--- config.mk ---
export PLATFORM = sky130hd
export DESIGN_NAME = elastic_collision_3d_flat
export DESIGN_NICKNAME = d
export VERILOG_FILES = /design/src/ec3_pkg.sv /design/src/ec3_sphere_if.sv /design/src/ec3_vel_if.sv /design/src/ec3_unit.sv /design/src/elastic_collision_3d.sv /design/src/flat_wrapper.sv
export VERILOG_INCLUDE_DIRS = /design/src /design/src/src
export SDC_FILE = /design/constraint.sdc
export NUM_CORES = 2
export LEC_CHECK = 0
export ABC_AREA = 1
export ABC_CLOCK_PERIOD_IN_PS = 19200
export BUFFER_PORTS_ARGS = -buffer_cell sky130_fd_sc_hd__buf_2
export CAP_MARGIN = 20
export CORE_MARGIN = 5
export CORE_UTILIZATION = 40
export CTS_CLUSTER_SIZE = 16
export DETAILED_ROUTE_END_ITERATION = 7
export GPL_TIMING_DRIVEN = 0
export SETUP_SLACK_MARGIN = 0.02
export SYNTH_ARGS = -nofsm -noshare
export SYNTH_HDL_FRONTEND = slang
export SYNTH_SLANG_ARGS = --single-unit
--- constraint.sdc ---
create_clock -name clk -period 19.2 [get_ports clk]
set_input_delay 1.92 -clock clk [delete_from_list [all_inputs] [get_ports clk]]
set_output_delay 1.92 -clock clk [all_outputs]
set_load 0.05 [all_outputs]
--- src/elastic_collision_3d_macros.svh ---
// assertion helpers shared by the rtl
`ifndef ELASTIC_COLLISION_3D_MACROS_SVH
`define ELASTIC_COLLISION_3D_MACROS_SVH

// same-cycle implication, checked while out of reset
`define EC3_ASSERT_IMPL(lbl, ck, rn, ante, cons, msg) \
	lbl: assert property (@(posedge ck) disable iff (!rn) (ante) |-> (cons)) else $error(msg);

// next-cycle implication, checked while out of reset
`define EC3_ASSERT_NEXT(lbl, ck, rn, ante, cons, msg) \
	lbl: assert property (@(posedge ck) disable iff (!rn) (ante) |=> (cons)) else $error(msg);

`endif

--- src/ec3_pkg.sv ---
package ec3_pkg;

	localparam int EC3_FRAC_BITS   = 16;
	localparam int EC3_VALUE_WIDTH = 32;

	// opcode of an input word
	localparam logic OPC_LOAD    = 1'b0;
	localparam logic OPC_RESOLVE = 1'b1;

	// body index of a result word
	localparam logic BODY_FIRST  = 1'b0;
	localparam logic BODY_SECOND = 1'b1;

	typedef enum logic {
		OP_MUL = 1'b0,
		OP_DIV = 1'b1
	} ec3_op_t;

	typedef struct packed {
		logic    start;
		ec3_op_t op;
	} ec3_req_t;

endpackage

--- src/ec3_sphere_if.sv ---
interface ec3_sphere_if #(
	parameter int VALUE_WIDTH = 32
);
	logic                   valid;
	logic                   ready;
	logic                   opcode;
	logic [VALUE_WIDTH-1:0] pos_x;
	logic [VALUE_WIDTH-1:0] pos_y;
	logic [VALUE_WIDTH-1:0] pos_z;
	logic [VALUE_WIDTH-1:0] vel_u;
	logic [VALUE_WIDTH-1:0] vel_v;
	logic [VALUE_WIDTH-1:0] vel_w;
	logic [VALUE_WIDTH-1:0] body_mass;
	logic [VALUE_WIDTH-2:0] body_radius;

	modport source (
		output valid, opcode, pos_x, pos_y, pos_z, vel_u, vel_v, vel_w,
			body_mass, body_radius,
		input  ready
	);
	modport sink (
		input  valid, opcode, pos_x, pos_y, pos_z, vel_u, vel_v, vel_w,
			body_mass, body_radius,
		output ready
	);
endinterface

--- src/ec3_vel_if.sv ---
interface ec3_vel_if #(
	parameter int VALUE_WIDTH = 32
);
	logic                   valid;
	logic                   ready;
	logic                   which_body;
	logic [VALUE_WIDTH-1:0] new_u;
	logic [VALUE_WIDTH-1:0] new_v;
	logic [VALUE_WIDTH-1:0] new_w;
	logic                   collided;
	logic                   coincident;
	logic                   saturated;
	logic                   last_result;

	modport source (
		output valid, which_body, new_u, new_v, new_w, collided, coincident,
			saturated, last_result,
		input  ready
	);
	modport sink (
		input  valid, which_body, new_u, new_v, new_w, collided, coincident,
			saturated, last_result,
		output ready
	);
endinterface

--- src/ec3_unit.sv ---
module ec3_unit import ec3_pkg::*; #(
	parameter  int VALUE_WIDTH = EC3_VALUE_WIDTH,
	localparam int WW          = 4 * VALUE_WIDTH + 4
) (
	input  logic          clk,
	input  logic          arst_n,
	input  ec3_req_t      req,
	input  logic [WW-1:0] opa,
	input  logic [WW-1:0] opb,
	output logic          done,
	output logic [WW-1:0] res
);
	localparam int CW = $clog2(VALUE_WIDTH + 2);

	logic          busy_q;
	logic          done_q;
	ec3_op_t       op_q;
	logic [WW-1:0] acc_q;
	logic [WW-1:0] a_q;
	logic [WW-1:0] b_q;
	logic [CW-1:0] cnt_q;

	logic          is_div;
	logic [WW-1:0] add_b;
	logic [WW:0]   sum;
	logic          finish;

	// one adder: acc + a for shift-add multiply, acc - b for restoring divide
	assign is_div = (op_q == OP_DIV);
	assign add_b  = is_div ? ~b_q : a_q;
	assign sum    = {1'b0, acc_q} + {1'b0, add_b} + {{WW{1'b0}}, is_div};
	assign finish = busy_q && (is_div ? (cnt_q == '0) : (b_q == '0));

	assign done = done_q;
	assign res  = is_div ? a_q : acc_q;

	always_ff @(posedge clk or negedge arst_n) begin
		if (!arst_n) begin
			busy_q <= 1'b0;
			done_q <= 1'b0;
			op_q   <= OP_MUL;
		end else begin
			done_q <= finish;
			if (req.start) begin
				busy_q <= 1'b1;
				op_q   <= req.op;
			end else if (finish) begin
				busy_q <= 1'b0;
			end
		end
	end

	always_ff @(posedge clk) begin
		if (req.start) begin
			cnt_q <= CW'(VALUE_WIDTH + 1);
			if (req.op == OP_DIV) begin
				acc_q <= opa;
				a_q   <= '0;
				b_q   <= opb << (VALUE_WIDTH + 1);
			end else begin
				acc_q <= '0;
				a_q   <= opa;
				b_q   <= opb;
			end
		end else if (busy_q) begin
			if (is_div) begin
				// quotient bit is the carry out of the trial subtract
				if (sum[WW])
					acc_q <= sum[WW-1:0];
				a_q <= {a_q[WW-2:0], sum[WW]};
				b_q <= b_q >> 1;
				if (cnt_q != '0)
					cnt_q <= cnt_q - 1'b1;
			end else if (b_q != '0) begin
				if (b_q[0])
					acc_q <= sum[WW-1:0];
				a_q <= a_q << 1;
				b_q <= b_q >> 1;
			end
		end
	end

endmodule

--- src/elastic_collision_3d.sv ---
// channel   | dir | handshake     | word
// ----------+-----+---------------+---------------------------------------------
// sphere    | in  | valid / ready | opcode, position, velocity, mass, radius
// velocity  | out | valid / ready | which body, new velocity, contact flags
//
// a load word (opcode 0) replaces the held sphere and leaves the sequencer idle; a resolve
// word keeps ready low until its second result word is loaded into the output register
// arst_n clears the sequencer, the output valid and the held sphere (mass one)
// a stalled velocity channel holds the pending word and stops the sequencer
`include "elastic_collision_3d_macros.svh"

module elastic_collision_3d import ec3_pkg::*; #(
	parameter int FRAC_BITS   = EC3_FRAC_BITS,
	parameter int VALUE_WIDTH = EC3_VALUE_WIDTH
) (
	input  logic        clk,
	input  logic        arst_n,
	ec3_sphere_if.sink  sphere,
	ec3_vel_if.source   velocity
);
	localparam int W  = VALUE_WIDTH;
	localparam int WW = 4 * W + 4;
	localparam logic [1:0] AX_LAST = 2'd2;

	// one-hot sequencer
	typedef enum logic [12:0] {
		ST_IDLE  = 13'b0000000000001,
		ST_DIFF  = 13'b0000000000010,
		ST_SQ    = 13'b0000000000100,
		ST_DOT   = 13'b0000000001000,
		ST_RR    = 13'b0000000010000,
		ST_CHK   = 13'b0000000100000,
		ST_DEN   = 13'b0000001000000,
		ST_TMUL  = 13'b0000010000000,
		ST_NMUL  = 13'b0000100000000,
		ST_DIV   = 13'b0001000000000,
		ST_FIN   = 13'b0010000000000,
		ST_EMIT0 = 13'b0100000000000,
		ST_EMIT1 = 13'b1000000000000
	} state_t;

	state_t       state_q;
	logic [1:0]   ax_q;
	logic         body_q;
	logic         pend_q;

	// held (first) sphere
	logic [W-1:0] hpos_q [3];
	logic [W-1:0] hvel_q [3];
	logic [W-1:0] hmass_q;
	logic [W-2:0] hrad_q;

	// second sphere of the current resolve
	logic [W-1:0] p2_q [3];
	logic [W-1:0] v2_q [3];
	logic [W-1:0] m2_q;
	logic [W-2:0] r2_q;

	// intermediate terms, sign in the top bit where signed
	logic [W:0]      d_q  [3];
	logic [W:0]      dv_q [3];
	logic [W-1:0]    rsum_q;
	logic [W:0]      msum_q;
	logic [2*W+1:0]  s_q;
	logic [2*W+2:0]  dot_q;
	logic [2*W-1:0]  rr_q;
	logic [3*W+2:0]  den_q;
	logic [3*W+1:0]  t_q;

	// resolved velocities
	logic [W-1:0] r1_q [3];
	logic [W-1:0] r2v_q [3];
	logic         sat1_q;
	logic         sat2_q;
	logic         coll_q;
	logic         coin_q;

	// output register
	logic         out_valid_q;
	logic         out_body_q;
	logic [W-1:0] out_u_q;
	logic [W-1:0] out_v_q;
	logic [W-1:0] out_w_q;
	logic         out_coll_q;
	logic         out_coin_q;
	logic         out_sat_q;
	logic         out_last_q;

	ec3_req_t      unit_req;
	logic [WW-1:0] unit_a;
	logic [WW-1:0] unit_b;
	logic          unit_done;
	logic [WW-1:0] unit_res;

	logic           accept;
	logic           slot_free;
	logic           out_load;
	logic           emit_second;
	logic           op_state;
	logic           hit;
	logic [W:0]     d_cur;
	logic [W:0]     dv_cur;
	logic [W:0]     d_mag;
	logic [W:0]     dv_mag;
	logic [2*W+2:0] dot_mag;
	logic [2*W+2:0] prod_ext;

	// impulse finish terms
	logic [W+1:0] q;
	logic         q_over;
	logic [W:0]   qc;
	logic         dneg;
	logic [W+1:0] delta;
	logic [W-1:0] vsel;
	logic [W+1:0] vext;
	logic [W+1:0] vsum;
	logic         clip_hi;
	logic         clip_lo;
	logic [W-1:0] vnew;

	assign accept      = sphere.valid && sphere.ready;
	assign sphere.ready = (state_q == ST_IDLE);
	assign slot_free   = !out_valid_q || velocity.ready;
	assign emit_second = (state_q == ST_EMIT1);
	assign out_load    = ((state_q == ST_EMIT0) || emit_second) && slot_free;

	assign velocity.valid       = out_valid_q;
	assign velocity.which_body  = out_body_q;
	assign velocity.new_u       = out_u_q;
	assign velocity.new_v       = out_v_q;
	assign velocity.new_w       = out_w_q;
	assign velocity.collided    = out_coll_q;
	assign velocity.coincident  = out_coin_q;
	assign velocity.saturated   = out_sat_q;
	assign velocity.last_result = out_last_q;

	// magnitudes of the current axis terms
	assign d_cur    = d_q[ax_q];
	assign dv_cur   = dv_q[ax_q];
	assign d_mag    = d_cur[W] ? (~d_cur + 1'b1) : d_cur;
	assign dv_mag   = dv_cur[W] ? (~dv_cur + 1'b1) : dv_cur;
	assign dot_mag  = dot_q[2*W+2] ? (~dot_q + 1'b1) : dot_q;
	assign prod_ext = {2'b00, unit_res[2*W:0]};

	// touching, not coincident, and a nonzero mass sum
	assign hit = (s_q <= {2'b00, rr_q}) && (s_q != '0) && (msum_q != '0);

	// shared unit: one request per arithmetic state
	assign op_state = (state_q == ST_SQ) || (state_q == ST_DOT) || (state_q == ST_RR) ||
		(state_q == ST_DEN) || (state_q == ST_TMUL) || (state_q == ST_NMUL) ||
		(state_q == ST_DIV);
	assign unit_req.start = op_state && !pend_q;
	assign unit_req.op    = (state_q == ST_DIV) ? OP_DIV : OP_MUL;

	always_comb begin
		unit_a = '0;
		unit_b = '0;
		unique case (state_q)
			ST_SQ: begin
				unit_a = WW'(d_mag);
				unit_b = WW'(d_mag);
			end
			ST_DOT: begin
				unit_a = WW'(d_mag);
				unit_b = WW'(dv_mag);
			end
			ST_RR: begin
				unit_a = WW'(rsum_q);
				unit_b = WW'(rsum_q);
			end
			ST_DEN: begin
				unit_a = WW'(s_q);
				unit_b = WW'(msum_q);
			end
			ST_TMUL: begin
				unit_a = WW'(dot_mag);
				unit_b = WW'(d_mag);
			end
			ST_NMUL: begin
				// first body takes the other body's mass, times two
				unit_a = WW'(t_q);
				unit_b = (body_q == BODY_FIRST) ? WW'({m2_q, 1'b0}) : WW'({hmass_q, 1'b0});
			end
			ST_DIV: begin
				// numerator is still in the unit accumulator
				unit_a = unit_res;
				unit_b = WW'(den_q);
			end
			default: begin
				unit_a = '0;
				unit_b = '0;
			end
		endcase
	end

	ec3_unit #(
		.VALUE_WIDTH (VALUE_WIDTH)
	) u_unit (
		.clk    (clk),
		.arst_n (arst_n),
		.req    (unit_req),
		.opa    (unit_a),
		.opb    (unit_b),
		.done   (unit_done),
		.res    (unit_res)
	);

	// quotient capped at 2^W, signed, applied and clamped
	assign q       = unit_res[W+1:0];
	assign q_over  = q[W+1] || (q[W] && (q[W-1:0] != '0));
	assign qc      = q_over ? {1'b1, {W{1'b0}}} : q[W:0];
	assign dneg    = d_cur[W] ^ dot_q[2*W+2];
	assign delta   = dneg ? (~{1'b0, qc} + 1'b1) : {1'b0, qc};
	assign vsel    = (body_q == BODY_FIRST) ? hvel_q[ax_q] : v2_q[ax_q];
	assign vext    = {{2{vsel[W-1]}}, vsel};
	assign vsum    = (body_q == BODY_FIRST) ? (vext - delta) : (vext + delta);
	assign clip_hi = !vsum[W+1] && (vsum[W] || vsum[W-1]);
	assign clip_lo = vsum[W+1] && !(vsum[W] && vsum[W-1]);
	assign vnew    = clip_hi ? {1'b0, {(W-1){1'b1}}} :
		clip_lo ? {1'b1, {(W-1){1'b0}}} : vsum[W-1:0];

	// control and held sphere
	always_ff @(posedge clk or negedge arst_n) begin
		if (!arst_n) begin
			state_q     <= ST_IDLE;
			ax_q        <= '0;
			body_q      <= BODY_FIRST;
			pend_q      <= 1'b0;
			out_valid_q <= 1'b0;
			hpos_q      <= '{default: '0};
			hvel_q      <= '{default: '0};
			hmass_q     <= W'(1) << FRAC_BITS;
			hrad_q      <= '0;
		end else begin
			if (unit_req.start)
				pend_q <= 1'b1;
			else if (unit_done)
				pend_q <= 1'b0;

			if (out_load)
				out_valid_q <= 1'b1;
			else if (velocity.ready)
				out_valid_q <= 1'b0;

			if (accept && (sphere.opcode == OPC_LOAD)) begin
				hpos_q[0] <= sphere.pos_x;
				hpos_q[1] <= sphere.pos_y;
				hpos_q[2] <= sphere.pos_z;
				hvel_q[0] <= sphere.vel_u;
				hvel_q[1] <= sphere.vel_v;
				hvel_q[2] <= sphere.vel_w;
				hmass_q   <= sphere.body_mass;
				hrad_q    <= sphere.body_radius;
			end

			unique case (state_q)
				ST_IDLE: begin
					if (accept && (sphere.opcode == OPC_RESOLVE)) begin
						ax_q    <= '0;
						state_q <= ST_DIFF;
					end
				end
				ST_DIFF: begin
					if (ax_q == AX_LAST) begin
						ax_q    <= '0;
						state_q <= ST_SQ;
					end else begin
						ax_q <= ax_q + 1'b1;
					end
				end
				ST_SQ: begin
					if (unit_done)
						state_q <= ST_DOT;
				end
				ST_DOT: begin
					if (unit_done) begin
						if (ax_q == AX_LAST) begin
							ax_q    <= '0;
							state_q <= ST_RR;
						end else begin
							ax_q    <= ax_q + 1'b1;
							state_q <= ST_SQ;
						end
					end
				end
				ST_RR: begin
					if (unit_done)
						state_q <= ST_CHK;
				end
				ST_CHK: begin
					ax_q    <= '0;
					body_q  <= BODY_FIRST;
					state_q <= hit ? ST_DEN : ST_EMIT0;
				end
				ST_DEN: begin
					if (unit_done)
						state_q <= ST_TMUL;
				end
				ST_TMUL: begin
					if (unit_done) begin
						body_q  <= BODY_FIRST;
						state_q <= ST_NMUL;
					end
				end
				ST_NMUL: begin
					if (unit_done)
						state_q <= ST_DIV;
				end
				ST_DIV: begin
					if (unit_done)
						state_q <= ST_FIN;
				end
				ST_FIN: begin
					if (body_q == BODY_FIRST) begin
						body_q  <= BODY_SECOND;
						state_q <= ST_NMUL;
					end else if (ax_q == AX_LAST) begin
						state_q <= ST_EMIT0;
					end else begin
						ax_q    <= ax_q + 1'b1;
						state_q <= ST_TMUL;
					end
				end
				ST_EMIT0: begin
					if (slot_free)
						state_q <= ST_EMIT1;
				end
				ST_EMIT1: begin
					if (slot_free)
						state_q <= ST_IDLE;
				end
				default: state_q <= ST_IDLE;
			endcase
		end
	end

	// datapath
	always_ff @(posedge clk) begin
		if (accept) begin
			p2_q[0] <= sphere.pos_x;
			p2_q[1] <= sphere.pos_y;
			p2_q[2] <= sphere.pos_z;
			v2_q[0] <= sphere.vel_u;
			v2_q[1] <= sphere.vel_v;
			v2_q[2] <= sphere.vel_w;
			m2_q    <= sphere.body_mass;
			r2_q    <= sphere.body_radius;
		end

		unique case (state_q)
			ST_IDLE: begin
				s_q   <= '0;
				dot_q <= '0;
			end
			ST_DIFF: begin
				// d = p1 - p2 and dv = v1 - v2, one bit wider
				d_q[ax_q]  <= {hpos_q[ax_q][W-1], hpos_q[ax_q]} - {p2_q[ax_q][W-1], p2_q[ax_q]};
				dv_q[ax_q] <= {hvel_q[ax_q][W-1], hvel_q[ax_q]} - {v2_q[ax_q][W-1], v2_q[ax_q]};
				rsum_q     <= {1'b0, hrad_q} + {1'b0, r2_q};
				msum_q     <= {1'b0, hmass_q} + {1'b0, m2_q};
			end
			ST_SQ: begin
				if (unit_done)
					s_q <= s_q + {1'b0, unit_res[2*W:0]};
			end
			ST_DOT: begin
				if (unit_done)
					dot_q <= (d_cur[W] ^ dv_cur[W]) ? (dot_q - prod_ext) : (dot_q + prod_ext);
			end
			ST_RR: begin
				if (unit_done)
					rr_q <= unit_res[2*W-1:0];
			end
			ST_CHK: begin
				coll_q <= (s_q <= {2'b00, rr_q});
				coin_q <= (s_q == '0);
				r1_q   <= hvel_q;
				r2v_q  <= v2_q;
				sat1_q <= 1'b0;
				sat2_q <= 1'b0;
			end
			ST_DEN: begin
				if (unit_done)
					den_q <= unit_res[3*W+2:0];
			end
			ST_TMUL: begin
				if (unit_done)
					t_q <= unit_res[3*W+1:0];
			end
			ST_FIN: begin
				if (body_q == BODY_FIRST) begin
					r1_q[ax_q] <= vnew;
					sat1_q     <= sat1_q || clip_hi || clip_lo;
				end else begin
					r2v_q[ax_q] <= vnew;
					sat2_q      <= sat2_q || clip_hi || clip_lo;
				end
			end
			ST_EMIT0, ST_EMIT1: begin
				if (out_load) begin
					out_body_q <= emit_second ? BODY_SECOND : BODY_FIRST;
					out_u_q    <= emit_second ? r2v_q[0] : r1_q[0];
					out_v_q    <= emit_second ? r2v_q[1] : r1_q[1];
					out_w_q    <= emit_second ? r2v_q[2] : r1_q[2];
					out_coll_q <= coll_q;
					out_coin_q <= coin_q;
					out_sat_q  <= emit_second ? sat2_q : sat1_q;
					out_last_q <= emit_second;
				end
			end
			default: ;
		endcase
	end

	// the shared unit never runs while a new word can be taken
	`EC3_ASSERT_IMPL(a_ready_unit_idle, clk, arst_n, sphere.ready, !pend_q, "ready with unit busy")
	// a unit completion always answers an issued request
	`EC3_ASSERT_IMPL(a_done_pending, clk, arst_n, unit_done, pend_q, "unit done without request")
	// a resolve word starts the difference pass
	`EC3_ASSERT_NEXT(a_resolve_start, clk, arst_n, accept && (sphere.opcode == OPC_RESOLVE), state_q == ST_DIFF, "resolve did not start")

endmodule
--- src/flat_wrapper.sv ---
// flat-port wrapper written by rule: the top's interface ports become plain ports
module elastic_collision_3d_flat import ec3_pkg::*;
#(
	parameter int FRAC_BITS   = EC3_FRAC_BITS,
	parameter int VALUE_WIDTH = EC3_VALUE_WIDTH
)
  (clk, arst_n, sphere_valid, sphere_opcode, sphere_pos_x, sphere_pos_y, sphere_pos_z, sphere_vel_u, sphere_vel_v, sphere_vel_w, sphere_body_mass, sphere_body_radius, sphere_ready, velocity_valid, velocity_which_body, velocity_new_u, velocity_new_v, velocity_new_w, velocity_collided, velocity_coincident, velocity_saturated, velocity_last_result, velocity_ready);
  ec3_sphere_if #(.VALUE_WIDTH(VALUE_WIDTH)) sphere_i ();
  ec3_vel_if #(.VALUE_WIDTH(VALUE_WIDTH)) velocity_i ();
  input  logic clk;
  input  logic arst_n;
  input wire logic [$bits(sphere_i.valid)-1:0] sphere_valid;
  input wire logic [$bits(sphere_i.opcode)-1:0] sphere_opcode;
  input wire logic [$bits(sphere_i.pos_x)-1:0] sphere_pos_x;
  input wire logic [$bits(sphere_i.pos_y)-1:0] sphere_pos_y;
  input wire logic [$bits(sphere_i.pos_z)-1:0] sphere_pos_z;
  input wire logic [$bits(sphere_i.vel_u)-1:0] sphere_vel_u;
  input wire logic [$bits(sphere_i.vel_v)-1:0] sphere_vel_v;
  input wire logic [$bits(sphere_i.vel_w)-1:0] sphere_vel_w;
  input wire logic [$bits(sphere_i.body_mass)-1:0] sphere_body_mass;
  input wire logic [$bits(sphere_i.body_radius)-1:0] sphere_body_radius;
  output wire logic [$bits(sphere_i.ready)-1:0] sphere_ready;
  output wire logic [$bits(velocity_i.valid)-1:0] velocity_valid;
  output wire logic [$bits(velocity_i.which_body)-1:0] velocity_which_body;
  output wire logic [$bits(velocity_i.new_u)-1:0] velocity_new_u;
  output wire logic [$bits(velocity_i.new_v)-1:0] velocity_new_v;
  output wire logic [$bits(velocity_i.new_w)-1:0] velocity_new_w;
  output wire logic [$bits(velocity_i.collided)-1:0] velocity_collided;
  output wire logic [$bits(velocity_i.coincident)-1:0] velocity_coincident;
  output wire logic [$bits(velocity_i.saturated)-1:0] velocity_saturated;
  output wire logic [$bits(velocity_i.last_result)-1:0] velocity_last_result;
  input wire logic [$bits(velocity_i.ready)-1:0] velocity_ready;
  assign sphere_i.valid = sphere_valid;
  assign sphere_i.opcode = sphere_opcode;
  assign sphere_i.pos_x = sphere_pos_x;
  assign sphere_i.pos_y = sphere_pos_y;
  assign sphere_i.pos_z = sphere_pos_z;
  assign sphere_i.vel_u = sphere_vel_u;
  assign sphere_i.vel_v = sphere_vel_v;
  assign sphere_i.vel_w = sphere_vel_w;
  assign sphere_i.body_mass = sphere_body_mass;
  assign sphere_i.body_radius = sphere_body_radius;
  assign sphere_ready = sphere_i.ready;
  assign velocity_valid = velocity_i.valid;
  assign velocity_which_body = velocity_i.which_body;
  assign velocity_new_u = velocity_i.new_u;
  assign velocity_new_v = velocity_i.new_v;
  assign velocity_new_w = velocity_i.new_w;
  assign velocity_collided = velocity_i.collided;
  assign velocity_coincident = velocity_i.coincident;
  assign velocity_saturated = velocity_i.saturated;
  assign velocity_last_result = velocity_i.last_result;
  assign velocity_i.ready = velocity_ready;
  elastic_collision_3d #(.FRAC_BITS(FRAC_BITS), .VALUE_WIDTH(VALUE_WIDTH)) u_core (.clk(clk), .arst_n(arst_n), .sphere(sphere_i), .velocity(velocity_i));
endmodule
# == Yosys cells after proc, flatten, opt, wreduce, memory -nomap -nowiden ==
# Memories as Yosys holds them, arrays and structs flattened.
# Index checks and enable logic that the tools add are counted.
# classes
add_sub_neg,17
magnitude_cmp,3
n_eq_ne,29
muxes,97
bitwise_logic,9
reduce_logical,67
# op_table
cell,n
$mux W132,19
$pmux W132 S6,2
$mux W32,13
$pmux W96 S2,2
$mux W67,3
$bmux W32 S2,3
$bwmux W96,2
$mux W96,2
$pmux W13 S13,1
$mux W13,12
$pmux W67 S2,1
$add A132 B132 Y133,1
$add A133 B1 Y133,1
$logic_not A132 Y1,1
$mux W33,4
$not A132 Y132,1
$pmux W66 S2,1
$reduce_bool A132 Y1,1
$mux W34,2
$add A67 B1 Y67 const B,1
$add A67 B65 Y67,1
$not A67 Y67,1
$sub A67 B65 Y67,1
$add A33 B1 Y33 const B,2
other kinds (61),144
# word_totals
reg_bits,1593
ram_bits,294
input_bits,260
wordCells,275
memories,3
# memory_table
name,words,width,rd,rd_clocked_by_memory_dff,write_ports,line,rtl
u_core.d_q,3,33,1,0,1,elastic_collision_3d.sv:60,logic [W:0] d_q [3];
u_core.dv_q,3,33,1,0,1,elastic_collision_3d.sv:61,logic [W:0] dv_q [3];
u_core.p2_q,3,32,1,0,3,elastic_collision_3d.sv:54,logic [W-1:0] p2_q [3];

# == Depth between registers and ports, before layout ==
# depth
depth_word,18
depth_mapped,58

# == By module ==
# From an unflattened synthesis, not the netlist that was laid out.
# hier_totals
hier_cells,14608
hier_area_um2,118503.7
# by_module_without_submodules
module,instances,cells_per_inst,area_each_um2,seq_area_each_um2
elastic_collision_3d,1,9409,84753.8,43108.8
ec3_unit,1,5199,33749.9,12086.6

# == Least setup slack after synthesis ==
# Ideal clock, no wire load.
# synth_path
path_kind,input -> register
start,input port sphere_valid
end,"register u_core.m2_q[0], enable pin"
t_arrival_ns,12.433
required_time_ns,18.323
setup_slack_ns,5.890
stages,2
n_path_buf,0
cell_sequence,inv_1 -> nor2_1
# synth_via
elab_chain_len,1
# synth_rtl
element,line,rtl
"start, declared",flat_wrapper.sv:12,input wire logic [$bits(sphere_i.valid)-1:0] sphere_valid;
$logic_and A1 B1 Y1,elastic_collision_3d.sv:121,assign accept = sphere.valid && sphere.ready;
named net u_core.accept,elastic_collision_3d.sv:95,logic accept;
"end signal, assigned",elastic_collision_3d.sv:346,m2_q <= sphere.body_mass;
"end, declared",elastic_collision_3d.sv:56,logic [W-1:0] m2_q;
# The timed path passes the listed nets, and every way through them passes these cells.
# A chain may end at the register's enable or synchronous reset.

# == Worst setup path after layout ==
# layout_path
start,register u_core.u_unit.op_q (netlist: u_core.u_unit.is_div)
end,"register u_core.u_unit.acc_q[114], data pin"
# layout_via
elab_chain_len,8
elab_cells_between_ends,12
# layout_rtl
element,line,rtl
"start, declared",ec3_unit.sv:17,ec3_op_t op_q;
"start signal, assigned",ec3_unit.sv:46,op_q <= req.op;
$mux W132,ec3_unit.sv:30,assign add_b = is_div ? ~b_q : a_q;
$add A132 B132 Y133,ec3_unit.sv:31,"assign sum = {1'b0, acc_q} + {1'b0, add_b} + {{WW{1'b0}}, is_div};"
$add A133 B1 Y133,ec3_unit.sv:31,
$mux W132,ec3_unit.sv:75,if (b_q[0])
$mux W132,ec3_unit.sv:74,end else if (b_q != '0) begin
$mux W132,ec3_unit.sv:66,if (is_div) begin
$mux W132,ec3_unit.sv:65,end else if (busy_q) begin
$mux W132 *,ec3_unit.sv:54,if (req.start) begin
"end signal, assigned",ec3_unit.sv:57,acc_q <= opa;
"end signal, assigned",ec3_unit.sv:69,acc_q <= sum[WW-1:0];
"end signal, assigned",ec3_unit.sv:76,acc_q <= sum[WW-1:0];
"end, declared",ec3_unit.sv:18,logic [WW-1:0] acc_q;
# Mark *: on every way between the ends. The rest lies on a longest branch, timed or not. The select of a mux whose other input is x is not followed.

==> impl_metrics.env <==
export IMPL_holdWs_ps=478.1
export IMPL_ant_nets=0
export IMPL_crit_slowest_cell="o21ai_0"
export IMPL_dieWidth_microns=542.2
export IMPL_yosysWarningCount=0
export IMPL_hold_path_class="register to register"
export IMPL_ys_async_sr_fraction_pct=14.63
export IMPL_power_mw=27.48
export IMPL_synth_top_family_by_area="simple AND/OR/NAND/NOR gates"
export IMPL_start_util_pct=40.17
export IMPL_fillers=28040
export IMPL_hold_buffers=0
export IMPL_root_buffer="clkbuf_16"
export IMPL_setup_viol=0
export IMPL_drt_pass1_iterations=8
export IMPL_synth_top_area_share_pct=42.51
export IMPL_cp_data_required_time_ps=19800
export IMPL_tightest_slew_ps=1258
export IMPL_final_setup_tns_ps=0
export IMPL_drcViolationCount=0
export IMPL_hpwl_microns=392500
export IMPL_yosys_area_share_simple_pct=19.33
export IMPL_coreArea_sq_um=282000
export IMPL_grt_pass1_wl_microns=681000
export IMPL_synth_adder_area_share_pct=5.670
export IMPL_rsz0062_at_grt="no"
export IMPL_fmax_mhz=101.3
export IMPL_syn_to_final_growth_pct=13.99
export IMPL_cap_violations=0
export IMPL_synth_largest_area_cell="edfxtp_1"
export IMPL_h_tree_depth=4
export IMPL_cts_buffer_depth=4
export IMPL_boundaryPins=363
export IMPL_clk_latency_ps=920
export IMPL_routed_wl_microns=487300
export IMPL_grt_start_max_net_pins=98
export IMPL_synth_area_leaders="edfxtp_1 (43%), nand2_1 (10%), dfrtp_1 (6.1%)"
export IMPL_viasPerCell=5.785
export IMPL_drive_above_1_share_pct=10.55
export IMPL_netlist_top_cells_count="nand2_1 (3113), edfxtp_1 (1604), o21ai_0 (1245)"
export IMPL_setup_worst_path_class="register to register"
export IMPL_grt_use_total_pct=31.83
export IMPL_die_y_microns=542.2
export IMPL_place_congestion=1.035
export IMPL_grt_ovfl_total=0
export IMPL_synth_compound_area_share_pct=15.00
export IMPL_synth_area_mux_share_pct=2.738
export IMPL_synthesis_area_sq_um=113300
export IMPL_utilization_pct=45.79
export IMPL_synth_xor_area_share_pct=2.671
export IMPL_final_area_sq_um=129200
export IMPL_drt_iter0_drc=12410
export IMPL_placed_cell_area_sq_um=121500
export IMPL_critPathLaunchType="register"
export IMPL_vias=101800
export IMPL_crit_path_end_kind="register"
export IMPL_final_seq_area_sq_um=55200
export IMPL_cts_resized=0
export IMPL_p_per_area_nw_per_um2=212.8
export IMPL_cts_buffers=216
export IMPL_max_stage_delay_ps=830
export IMPL_final_nets=14390
export IMPL_path_clk_slew_ps=70
export IMPL_clkSinkCount=1886
export IMPL_syn_nets=13730
export IMPL_num_rows=195
export IMPL_antenna_found_initial=52
export IMPL_synth_flop_cell="edfxtp_1"
export IMPL_multi_input_area_sq_um=51610
export IMPL_peakVddDrop_v=0.0002565
export IMPL_ys_ff_latch=1886
export IMPL_dieArea_sq_um=294000
export IMPL_finClkSkew_ps=87.76
export IMPL_synthCells=12960
export IMPL_period_needed_ps=9876
export IMPL_outcome="complete, no violations"
export IMPL_crit_path_max_fanout=10
export IMPL_synth_edf_count=1604
export IMPL_p_leak_nw=52.77
export IMPL_yosysSeqAreaShare_pct=48.72
export IMPL_cts_tree="done"
export IMPL_cts_setup_buffers=0
export IMPL_finalHoldViolations=0
export IMPL_wire_per_inst_microns=27.70
export IMPL_grt_pass1_vias=95120
export IMPL_port_buffer_count=362
export IMPL_arrival_ps=10480
export IMPL_cpMostUsedCell="o21ai_0"
export IMPL_synth_most_common_cell="nand2_1"
export IMPL_synth_cell_types=82
export IMPL_slew_violations=0
export IMPL_post_synth_cell_area_avg_sq_um=8.743
export IMPL_slew_headroom_pct=16.12
export IMPL_post_route_period_util_pct=51.44
## final cells by class
class / instances / area share, %
sequential: 1886 / 42.74
clock buffer: 265 / 4.519
antenna: 39 / 0.07557
tap: 3743 / 3.626
multi-input combinational: 9368 / 39.96
inverter: 1269 / 3.704
timing repair buffer: 448 / 2.633
buffer: 435 / 1.453
clock inverter: 139 / 1.292
## through the flow
step                      cells  setup WS [ps]
after floorplan           12960           5890
after global placement    17060          -1048
after detailed placement  17150           9783
after CTS                 17550           9768
after global routing      17570           8823
final                     17590           9324
## where the power goes
group          internal (mW)  switching (mW)  leakage [nW]
clock network           2.57            1.86          3.64
logic                   4.72            11.1          31.0
registers               6.29           0.916          18.1
## layer usage
layer  GRT usage (%)  up-vias  part of all wire [%]
met2           49.39     5151                    44
met3           5.821     1027                   9.0
met1           42.46    49320                    41
met4           16.68       23                   6.2
met5          0.2137        -                 0.045
li1                -    46240                     -
## flip-flops by register name, summed over array words and instances (netlist names), 98 cells and up
| register | flops |
|---|---|
| u_core.d_q | 99 |
| u_core.den_q | 99 |
| u_core.dv_q | 99 |
| u_core.t_q | 98 |
| u_core.u_unit.a_q | 132 |
| u_core.u_unit.acc_q | 132 |
| u_core.u_unit.b_q | 132 |
## cell families (layout without fill, tap and decap cells)
logic type | Yosys count | in the layout
adders and majority gates | 508 | 508
buffers and inverters | 1704 | 2556
muxes | 278 | 278
AOI/OAI and AO/OA | 2985 | 2985
xor gates and xnor gates | 343 | 343
other | 0 | 39
DFF | 1886 | 1886
and+or+nand+nor | 5254 | 5254
## cell usage in the layout (no fill, tap or decap), types with 49 or more instances in the layout
cell       count
nand2_1     3112
xor2_1       223
buf_2        422
o21ai_0     1238
clkbuf_1     346
xnor2_1      117
nor4_1       106
nor2_1      1167
nor3_1       102
edfxtp_1    1604
o22ai_1       49
nand3_1      374
inv_1       1235
ha_1         499
nand2_2      108
a31oi_1      122
dfrtp_1      274
or2_2         69
nand4_1       94
a21oi_1      978
clkbuf_16    222
o211ai_1      73
o21a_1        73
a22o_1        84
mux2_2       255
## path summary, 6_finish.rpt
| kind | start | endpoint | slack (ps) | cells after the start |
|---|---|---|---|---|
| worst min-delay path | u_core.u_unit.cnt_q[3]$_SDFFE_PP0P_ | u_core.u_unit.cnt_q[3]$_SDFFE_PP0P_ | 480 | 2 |
| worst max-delay path | u_core.u_unit.is_div$_DFFE_PN0P_ | u_core.u_unit.acc_q[114]$_DFFE_PP_ | 9320 | 28 |
| worst max register to register | u_core.u_unit.is_div$_DFFE_PN0P_ | u_core.u_unit.acc_q[114]$_DFFE_PP_ | 9320 | 28 |
| max in group asynchronous | arst_n | u_core.hrad_q[4]$_DFFE_PN0P_ | 16470 | 3 |
| min in group asynchronous | arst_n | u_core.hvel_q[49]$_DFFE_PN0P_ | 1030 | 1 |
| worst min register to register | u_core.u_unit.cnt_q[3]$_SDFFE_PP0P_ | u_core.u_unit.cnt_q[3]$_SDFFE_PP0P_ | 480 | 2 |
## critical path, delay by kind of cell (launching register included)
family / cells / cell delay (ps)
fa+ha+maj: 2 / 600
simple gates: 4 / 610
compound gates: 11 / 4240
flops: 1 / 400
buf+inv: 11 / 3670
(Power assumes the default switching activity.)
